===== src/rtl/sofl_pkg.sv =====
// Shared types, widths and codes of the slab object free list.
`timescale 1ns / 1ps
package sofl_pkg;

  // Largest number of objects that one slab can hold.
  localparam int MaxObjects = 1024;
  localparam int IdxW       = $clog2(MaxObjects);
  localparam int CntW       = IdxW + 1;

  // Field widths of the item and result ports.
  localparam int OpW     = 2;
  localparam int OffW    = 22;
  localparam int StatusW = 3;
  localparam int SizeW   = 16;
  localparam int SlabW   = 23;
  localparam int CfgIdxW = 2;
  localparam int CfgDatW = 23;

  // Link memory entry: allocated flag on top of the next index.
  localparam int LinkW = IdxW + 1;

  // Largest usable slab area; bigger register values are clamped to it.
  localparam logic [SlabW-1:0] AreaLimit = SlabW'(4194304);

  // Object size register reset value and slab bytes register reset value.
  localparam logic [SizeW-1:0] SizeReset = SizeW'(64);
  localparam logic [SlabW-1:0] SlabReset = SlabW'(4096);

  // Shared divider widths.
  localparam int DivNW   = SlabW;
  localparam int DivDW   = SizeW + 1;
  localparam int DivCntW = $clog2(DivNW + 1);

  // Product of object size and an object count or index.
  localparam int ProdW = SizeW + CntW;

  // Operation codes.
  localparam logic [OpW-1:0] OpFormat = 2'd0;
  localparam logic [OpW-1:0] OpAlloc  = 2'd1;
  localparam logic [OpW-1:0] OpFree   = 2'd2;

  // Status codes.
  localparam logic [StatusW-1:0] StOk       = 3'd0;
  localparam logic [StatusW-1:0] StEmpty    = 3'd1;
  localparam logic [StatusW-1:0] StRange    = 3'd2;
  localparam logic [StatusW-1:0] StAlign    = 3'd3;
  localparam logic [StatusW-1:0] StNotAlloc = 3'd4;
  localparam logic [StatusW-1:0] StNoRoom   = 3'd5;

  // Configuration register indexes.
  localparam logic [CfgIdxW-1:0] CfgObjectSize = 2'd0;
  localparam logic [CfgIdxW-1:0] CfgSlabBytes  = 2'd1;

  // Divider request and response.
  typedef struct packed {
    logic             start;
    logic [DivNW-1:0] dividend;
    logic [DivDW-1:0] divisor;
  } div_req_t;

  typedef struct packed {
    logic             done;
    logic [DivNW-1:0] quotient;
    logic [DivDW-1:0] remainder;
  } div_rsp_t;

endpackage


===== src/rtl/sofl_div.sv =====
// Restoring divider that produces one quotient bit per cycle.
`timescale 1ns / 1ps
module sofl_div (
  input  logic                clk_i,
  input  logic                rst_ni,
  input  sofl_pkg::div_req_t  req_i,
  output sofl_pkg::div_rsp_t  rsp_o
);
  import sofl_pkg::*;

  logic               active_q, active_d;
  logic               done_q, done_d;
  logic [DivCntW-1:0] cnt_q, cnt_d;
  logic [DivNW-1:0]   quo_q, quo_d;
  logic [DivDW-1:0]   rem_q, rem_d;
  logic [DivDW-1:0]   divisor_q, divisor_d;
  logic [DivDW:0]     partial;
  logic [DivDW:0]     diff;
  logic               fits;

  // One step: bring down the next dividend bit and try a subtraction.
  assign partial = {rem_q, quo_q[DivNW-1]};
  assign diff    = partial - {1'b0, divisor_q};
  assign fits    = partial >= {1'b0, divisor_q};

  always_comb begin
    active_d  = active_q;
    done_d    = 1'b0;
    cnt_d     = cnt_q;
    quo_d     = quo_q;
    rem_d     = rem_q;
    divisor_d = divisor_q;
    if (req_i.start) begin
      active_d  = 1'b1;
      cnt_d     = DivCntW'(DivNW);
      quo_d     = req_i.dividend;
      rem_d     = '0;
      divisor_d = req_i.divisor;
    end else if (active_q) begin
      rem_d = fits ? diff[DivDW-1:0] : partial[DivDW-1:0];
      quo_d = {quo_q[DivNW-2:0], fits};
      cnt_d = cnt_q - DivCntW'(1);
      if (cnt_q == DivCntW'(1)) begin
        active_d = 1'b0;
        done_d   = 1'b1;
      end
    end
  end

  always_ff @(posedge clk_i or negedge rst_ni) begin
    if (!rst_ni) begin
      active_q <= 1'b0;
      done_q   <= 1'b0;
      cnt_q    <= '0;
    end else begin
      active_q <= active_d;
      done_q   <= done_d;
      cnt_q    <= cnt_d;
    end
  end

  always_ff @(posedge clk_i) begin
    quo_q     <= quo_d;
    rem_q     <= rem_d;
    divisor_q <= divisor_d;
  end

  assign rsp_o.done      = done_q;
  assign rsp_o.quotient  = quo_q;
  assign rsp_o.remainder = rem_q;

endmodule


===== config.mk =====
export PLATFORM = sky130hd
export DESIGN_NAME = sofl_div
export DESIGN_NICKNAME = d
export VERILOG_FILES = /design/src/rtl/sofl_pkg.sv /design/src/rtl/sofl_div.sv
export SDC_FILE = /design/constraint.sdc
export NUM_CORES = 1
export LEC_CHECK = 0
export BUFFER_PORTS_ARGS = -buffer_cell sky130_fd_sc_hd__buf_4
export CORE_MARGIN = 1.5
export CORE_UTILIZATION = 54
export DETAILED_ROUTE_END_ITERATION = 6
export GPL_TIMING_DRIVEN = 0
export HOLD_SLACK_MARGIN = 0.05
export PLACE_DENSITY = 0.92
export SLEW_MARGIN = 20
export SYNTH_ARGS = -nofsm -noshare
export SYNTH_HDL_FRONTEND = slang
export SYNTH_SLANG_ARGS = --single-unit

===== constraint.sdc =====
create_clock -name clk_i -period 3.5 [get_ports clk_i]
set_clock_uncertainty 0.05 [all_clocks]
set_input_delay 1.05 -clock clk_i [delete_from_list [all_inputs] [get_ports clk_i]]
set_output_delay 1.05 -clock clk_i [all_outputs]
set_load 0.01 [all_outputs]

==> metrics.txt, run 1 <==
final wirelength 8343 um; startpoint types flop; CTS tree done; YS warnings 0; first-pass iteration count of the detailed router 5; Area Growth Syn to Fin 26.26%; Placer Congestion 0.9126; Post-Syn Instances 313; largest cells by area after synthesis edfxtp_1 35%, dfxtp_1 9.9%, mux2_2 7.5%, ha_1 6.9%, dfrtp_1 5.1%; clk sink count 64; Achievable Freq 330.9 MHz; CTS Buffer Depth 2; MaxCap Viol Count 0; post-synthesis cell type with the largest combined area edfxtp_1; Final setup viols 0; Area after DPL 0.004156 mm^2; predominant post-synthesis flop cell edfxtp_1; Required @ worst endpoint 3540 ps; Die Area 0.006858 mm^2; post-synthesis async set-or-reset flop share 10.94%; largest net degree at the start of global routing 24; Final Slew Violations 0; Die Y 82.81 um; vias in the first global route 2,827; average size of a mapped cell 10.99 um^2; Hold Path Class in2async; post-CTS setup buffers 0; Die W 82.81 um; row count 28; P_leak 1.916 nW; RSZ-0062 raised after global routing false; Post-Syn Area 0.003440 mm^2; Setup crit end kind flop; top-count cell post-synth edfxtp_1; Post-synth top cells 40 x edfxtp_1, 29 x nand2_1, 23 x inv_1, 23 x mux2_2, 21 x nor2_1; DPL Wire Length 6220 um; Hold Violations, Final 0; total grt overflow 0; Post-CTS Hold Fix Bufs 0; antenna diode count 0; # H-tree levels 3; Synth cell types 53; Clock Pin Slew Worst Setup and Hold Paths 80 ps; final setup TNS 0 ps; Via Count 2,774; pwr dens 638.0 mW/mm^2; Tcrit/Tclk final 86.34%; Post-synth EDFFs 40; status complete, no violations; Slew headroom 40.39%; Routed Antenna Nets 0; critical path class reg2reg; core area 0.006026 mm^2; CTS root buffer clkbuf_8; DR iter-0 viols 270; first-pass GRT wire length 13,400 um; Slew @ Worst Pin 893.2 ps; top-area cell type share of the netlist area 34.92%; Initial Utilization 57.08%; insertion delay to the later sink of the worst-skew pair 350 ps; Finished Cell Area 0.004343 mm^2; time the worst path needs with I/O delays and setup 3022 ps; # DRC 0; initial antenna violation count 0; CTS buffer count 9; CP arrival 3060 ps; Yosys reg bits 64; nets@finish 470; sequential-to-total area share from yosys stat 49.91%; Tot GR Track Use 24.43%; worst vdd ir 503.7 uV; PortBufs 83; crit path max fanout 10; Boundary Pins 84; vias per cell 5.696; cts repair resizes 0; DR WL/cell 17.13 um; # fillers 410; share of cells above drive strength 1 31.80%; Mapped Nets 376
==> worst max-delay path, cell delays in order, from the launching register on <==
cell and delay, ps:
edfxtp_1 410, inv_1 80, ha_1 170, inv_1 60
fa_1 390, a21o_1 230, a221o_1 360, a211oi_2 330
o31ai_2 170, buf_2 240, mux2_2 280
==> state kept, by name, indices dropped and copies added (netlist names) <==
signal     flops
done_q         1
rem_q         17
divisor_q     17
cnt_q          5
quo_q         23
active_q       1
==> final timing paths <==
kind	cells past startpoint	slack (ps)	end	start
max	10	480	quo_q[0]	quo_q[22]
min	1	450	cnt_q[0]	rst_ni
max reg2reg	10	480	quo_q[0]	quo_q[22]
min reg2reg	2	470	rem_q[11]	rem_q[11]
max in group asynchronous	1	2820	active_q	rst_ni
min in group clk_i	2	470	rem_q[11]	rem_q[11]
==> layout by cell type (no fill, tap or decap), types with 9 or more instances in the layout <==
cell and count:
nand2b_1 11, ha_1 19, nand2_1 29, a21oi_1 19, nor2_1 21, buf_4 84, xnor2_1 10, o21ai_0 13
inv_1 23, mux2_2 23, edfxtp_1 40, dfxtp_1 17, clkbuf_8 9
==> power by group <==
group          leakage [nW]  internal (W)  switching [W]
Clock                0.0901      0.000321       0.000292
Sequential            0.625      0.000929       0.000110
Combinational          1.20      0.000527       0.000592
==> layout make-up <==
cell class              count  area, um^2  area share (%)
clock inverters             7       62.56           1.441
well taps                  75       93.84           2.161
multi-input cells         213        1559           35.90
inverters                  23       86.33           1.988
flip-flops and latches     64        1717           39.53
repair buffers             83       623.1           14.35
plain buffers              13       77.57           1.786
clock buffers               9       123.9           2.852
==> through the flow <==
stage	utilization, %	total power (W)	std cells	hold slack, ps	setup slack [ps]
detailed placement	68.98	0.002149	471	455.2	438.7
finish	72.07	0.002771	487	449.0	478.0
global route	72.07	0.002914	487	451.6	374.8
CTS	72.07	0.002757	487	451.0	487.7
floorplan	-	0.001778	313	435.4	708.2
global placement	68.98	0.002100	471	442.7	499.2
==> cell families after synthesis <==
logic type / count (synthesis) / synth area share [%]
buffers and inverters: 36 / 4.765
and+or+nand+nor: 82 / 11.20
AOI/OAI and AO/OA: 69 / 14.19
muxes: 25 / 8.112
xor gates and xnor gates: 17 / 4.329
adders and majority gates: 20 / 7.494
DFF: 64 / 49.91
==> metal layers <==
| metal | wire (um) | share of wire (%) | vias to the layer above | GRT usage, % |
|---|---|---|---|---|
| li1 | - | - | 1324 | - |
| met2 | 4221 | 51 | 125 | 40.50 |
| met3 | 529 | 6.3 | 26 | 6.064 |
| met5 | 0 | 0 | - | 0 |
| met4 | 248 | 3.0 | 0 | 10.76 |
| met1 | 3343 | 40 | 1299 | 30.30 |
Note: power is estimated with default switching activity, not from simulation.
==> run 2: changes to the inputs <==
PLACE_DENSITY = 0.85   (was 0.92)
==> run 2 against run 1 <==
Effect of this change:
- critical path depth did not move
- setup slack improved by 41 ps
- sequential cell count unchanged
- critical endpoint unchanged
- largest cell class unchanged
- largest power group unchanged
==> metrics.txt, run 2 (synthesis gave the netlist of run 1 again) <==
status complete, no violations; Design Power 0.002787 W (+0.59%); peak per-stage delay on the critical path 410 ps (about the same); final setup TNS 0 ps (unchanged); CTS buffer count 9 (unchanged); Via Count 2,705 (-2.5%); worst flop-to-flop path startpoint quo_q[22]; final wirelength 8089 um (-3.0%); Hold Path Class in2async; Area Growth Syn to Fin 26.55%; DR WL/cell 16.61 um (-3.0%); Slew @ Worst Pin 914.4 ps (+21.14 ps); cts repair resizes 0 (unchanged); Required @ worst endpoint 3550 ps (about the same); Die Y 82.81 um (unchanged); r2r setup slk 520 ps (+40 ps); total grt overflow 0 (unchanged); post-CTS setup buffers 0 (unchanged); Biggest register quo_q; MaxCap Viol Count 0 (unchanged); Boundary Pins 84 (unchanged); commonest non-fill, non-tap cell in the layout buf_4; # DRC 0 (unchanged); Achievable Freq 335.5 MHz (+1.4%); Final setup viols 0 (unchanged); Die Area 0.006858 mm^2 (unchanged); worst reg2reg path depth 10 (unchanged); Clock Pin Slew Worst Setup and Hold Paths 80 ps (about the same); Initial Utilization 57.08% (unchanged); antenna diode count 0 (unchanged); share of cells above drive strength 1 32.28% (+0.49 points); critical path class reg2reg; Reg area 0.001717 mm^2 (unchanged); Routed Antenna Nets 0 (unchanged); core area 0.006026 mm^2 (unchanged); RSZ-0062 raised after global routing false; PortBufs 83 (unchanged); # fillers 455 (+11%); most frequent cells in the layout 84 x buf_4, 40 x edfxtp_1, 29 x nand2_1; Finished Cell Area 0.004353 mm^2 (+0.23%); Largest register FFs 23 (unchanged); Setup crit end kind flop; Tot GR Track Use 24.84% (+0.42 points); cell-by-cell trace of the critical path inv_1 -> ha_1 -> inv_1 -> fa_1 -> a21o_1 -> a221o_1 -> a211oi_2 -> o31ai_2 -> buf_2 -> mux2_2; first-pass GRT wire length 13,490 um (+0.67%); cell mode on critical path inv_1; CP arrival 3030 ps (-30 ps); Worst R2R End quo_q[0]; row count 28 (unchanged); Top delay family on crit path compound AO/OA/AOI/OAI gates; Placer Congestion 0.9110 (-0.18%); DPL Wire Length 5928 um (-4.7%); first-pass iteration count of the detailed router 5 (unchanged); Setup Slack @ Placement 382.0 ps (-56.67 ps); initial antenna violation count 0 (unchanged); pwr dens 640.4 mW/mm^2 (+0.36%); critical path buffer and inverter count 3 (unchanged); CTS root buffer clkbuf_8; CTS tree done; largest net degree at the start of global routing 24 (unchanged); clk sink count 64 (unchanged); P_leak 1.921 nW (+0.27%); nets@finish 470 (unchanged); crit path max fanout 10 (unchanged); Slew headroom 38.98% (-1.4 points); Area after DPL 0.004156 mm^2 (unchanged); top flop regs quo_q: 23 flops, divisor_q: 17 flops, rem_q: 17 flops; slowest cell on the critical path edfxtp_1; Post-CTS Hold Fix Bufs 0 (unchanged); Multi-input gate area 0.001559 mm^2 (unchanged); Non-Filler Instances 487 (unchanged); vias per cell 5.554 (-2.5%); Final Slew Violations 0 (unchanged); time the worst path needs with I/O delays and setup 2981 ps (-41.20 ps); Final WS setup 519.2 ps (+41.20 ps); Hold Violations, Final 0 (unchanged); Die W 82.81 um (unchanged); Tcrit/Tclk final 85.16% (-1.2 points); dpl cells 471 (unchanged); CTS Buffer Depth 2 (unchanged); startpoint types flop; vias in the first global route 2,715 (-4.0%); DR iter-0 viols 175 (-35%); # H-tree levels 3 (unchanged); worst vdd ir 438.1 uV (-13%); insertion delay to the later sink of the worst-skew pair 350 ps (about the same)
==> run 2: cell counts in the layout (fill, tap and decap cells not counted) <==
No cell type changed its count.
==> run 2: cell type report <==
| type | instances | share of cell area [%] |
|---|---|---|
| sequential | 64 | 39.44 |
| inverter | 23 | 1.983 |
| timing repair buffer | 83 | 14.31 |
| clock buffer | 9 | 2.846 |
| buffer | 13 | 1.782 |
| multi-input combinational | 213 | 35.82 |
| clock inverter | 7 | 1.667 |
| tap | 75 | 2.156 |
==> run 2: report_power, final <==
| part | total, W | internal (W) | switching, W |
|---|---|---|---|
| combinational | 0.00112 | 0.000526 | 0.000594 |
| clock | 0.000632 | 0.000328 | 0.000304 |
| sequential | 0.00104 | 0.000929 | 0.000107 |
==> run 2: through the flow <==
| stage | hold WS, ps | utilization (%) |
|---|---|---|
| after floorplan | 435.4 | - |
| after global placement | 450.2 | 68.98 |
| after detailed placement | 464.1 | 68.98 |
| after CTS | 442.8 | 72.24 |
| after global routing | 448.9 | 72.24 |
| final | 447.6 | 72.24 |
==> run 2: metal layers <==
| metal | GRT usage [%] | vias up | routed length, um |
|---|---|---|---|
| li1 | - | 1332 | - |
| met2 | 40.50 | 68 | 4091 |
| met3 | 4.871 | 14 | 381 |
| met5 | 0 | - | 0 |
| met4 | 10.61 | 0 | 198 |
| met1 | 32.44 | 1291 | 3418 |
==> run 2: worst max-delay path by stage <==
stage,slack (ps),end,from,cells after the start
finish,520,quo_q[0],quo_q[22],10
global route,380,quo_q[0],quo_q[22],10
CTS,520,quo_q[0],quo_q[22],10
detailed placement,380,quo_q[2],req_i[40],4
global placement,430,quo_q[1],req_i[40],4
floorplan,710,quo_q[0],quo_q[22],10
==> run 3: changes to the inputs <==
RECOVER_POWER = 100   (was default)
==> run 3 against run 2 <==
Effect of this change:
- sequential share of layout area is 1.6 points higher
- combinational power is 8% lower
- die area did not move
- via count grew 0.44%
- sequential power barely moved
- critical path depth is the same
- first-iteration DRC count rose by 17%
- utilization decreased by 2.8 points
- final area down 3.9%
- non-clock buffer count unchanged
- largest cell class unchanged
- sequential cell count did not move
- routed wire length fell by 0.37%
==> metrics.txt, run 3 (synthesis gave the netlist of run 1 again) <==
# H-tree levels 3 (unchanged); CTS root buffer clkbuf_8; Tcrit/Tclk final 88.75% (+3.6 points); Design Power 0.002696 W (-3.3%); Achievable Freq 321.9 MHz (-4.0%); Largest register FFs 23 (unchanged); fin util 69.39% (-2.8 points); Hold Crit Depth 2; total grt overflow 0 (unchanged); status complete, no violations; Post-CTS Hold Fix Bufs 0 (unchanged); hold slack final 472.8 ps (+25.19 ps); DR WL met2 4008 um (-2.0%); PortBufs 83 (unchanged); largest net degree at the start of global routing 24 (unchanged); CTS buffer count 9 (unchanged); crit path max fanout 10 (unchanged); Worst Hold Endpoint rem_q[2]; Final Slew Violations 0 (unchanged); Routed Antenna Nets 0 (unchanged); worst flop-to-flop path startpoint quo_q[22]; CTS tree done; Initial Utilization 57.08% (unchanged); top flop regs quo_q: 23 flops, divisor_q: 17 flops, rem_q: 17 flops; sequential cell fraction of total power 38.3% (+1.1 points); row count 28 (unchanged); switching portion of total power 36.91% (+0.87 points); worst reg2reg path depth 10 (unchanged); core area 0.006026 mm^2 (unchanged); Crit. Startpoint quo_q[22]; clk sink count 64 (unchanged); DR WL met3 378 um (-0.79%); DPL Wire Length 5928 um (unchanged); vias in the first global route 2,715 (unchanged); Clock Pin Slew Worst Setup and Hold Paths 80 ps (about the same); startpoint types flop; Hold Violations, Final 0 (unchanged); vias per cell 5.579 (+0.44%); Die W 82.81 um (unchanged); Required @ worst endpoint 3550 ps (about the same); Setup crit end kind flop; RSZ-0062 raised after global routing false; Area Growth Syn to Fin 21.57%; MaxCap Viol Count 0 (unchanged); commonest non-fill, non-tap cell in the layout clkbuf_1; first-pass GRT wire length 13,490 um (unchanged); most frequent cells in the layout 51 x clkbuf_1, 40 x edfxtp_1, 30 x nand2_1; Hold Path Class reg2reg; Die Area 0.006858 mm^2 (unchanged); Placer Congestion 0.9110 (unchanged); r2r setup slk 390 ps (-130 ps); DR WL/cell 16.55 um (-0.37%); time the worst path needs with I/O delays and setup 3106 ps (+125.5 ps); insertion delay to the later sink of the worst-skew pair 350 ps (about the same); initial antenna violation count 0 (unchanged); part of the power in the clock network 23.4% (+0.7 points); final setup TNS 0 ps (unchanged); Slew @ Worst Pin 898.2 ps (-16.16 ps); Worst R2R End quo_q[0]; Biggest register quo_q; nets@finish 470 (unchanged); pwr dens 644.9 mW/mm^2 (+0.70%); final wirelength 8059 um (-0.37%); # DRC 0 (unchanged); CP arrival 3160 ps (+130 ps); antenna diode count 0 (unchanged); Via Count 2,717 (+0.44%); critical path class reg2reg; Comb pwr share 38.3% (-1.9 points); Tot GR Track Use 24.84% (unchanged); worst vdd ir 431.6 uV (-1.5%); Slew headroom 40.05% (+1.1 points); cts repair resizes 0 (unchanged); DR iter-0 viols 205 (+17%); P_leak 1.752 nW (-8.8%); CTS Buffer Depth 2 (unchanged); cell-internal power 0.001701 W (-4.6%); Die Y 82.81 um (unchanged); highest metal used met4; Switch Pwr 0.0009954 W (-0.93%); worst hold start rem_q[2]; DRT met1 WL 3470 um (+1.5%); post-CTS setup buffers 0 (unchanged); Boundary Pins 84 (unchanged); first-pass iteration count of the detailed router 4 (-1); Final setup viols 0 (unchanged); share of cells above drive strength 1 21.36% (-11 points)
run 3: area by class of cell:
class                      instances  area [um^2]
clock inverter                     7        72.57
fill                             491         1844
multi-input combinational        213         1545
clock buffer                       9        123.9
buffer                            13        77.57
timing repair buffer              83        465.4
tap                               75        93.84
sequential                        64         1717
inverter                          23        86.33
run 3: worst max path at each step:
| stage | slack, ps | depth (start not counted) | endpoint |
|---|---|---|---|
| floorplan | 710 | 10 | quo_q[0] |
| global placement | 430 | 4 | quo_q[1] |
| detailed placement | 380 | 4 | quo_q[2] |
| CTS | 520 | 10 | quo_q[0] |
| global route | 220 | 10 | quo_q[0] |
| finish | 390 | 10 | quo_q[0] |
run 3: layer usage:
layer  up-vias  global-route usage [%]
met1      1287                   32.44
met2        79                   40.50
li1       1333                       -
met4         0                   10.61
met5         -                       0
met3        18                   4.871
run 3: power groups by stage:
stage / clock network (W) / registers, W / logic (W)
finish: 0.000630 / 0.00103 / 0.00103
global route: 0.000668 / 0.00105 / 0.00115
CTS: 0.000639 / 0.00103 / 0.00112
detailed placement: 0 / 0.00105 / 0.00110
global placement: 0 / 0.00105 / 0.00107
floorplan: 0 / 0.00107 / 0.000705
run 3: critical path, stage by stage (launching register included):
cell and delay (ps):
edfxtp_1 410, inv_1 80, ha_1 160, inv_1 60
fa_1 390, a21o_1 220, a221o_1 340, a211oi_1 440
o31ai_2 200, buf_2 240, mux2_2 270
run 3: through the flow:
step | setup WS [ps] | cell area [um^2] | std cells
6_report | 393.7 | 4182 | 487
5_1_grt | 224.6 | 4182 | 487
4_1_cts | 515.1 | 4353 | 487
3_5_place_dp | 382.0 | 4156 | 471
3_3_place_gp | 431.9 | 4156 | 471
2_1_floorplan | 708.2 | 3440 | 313
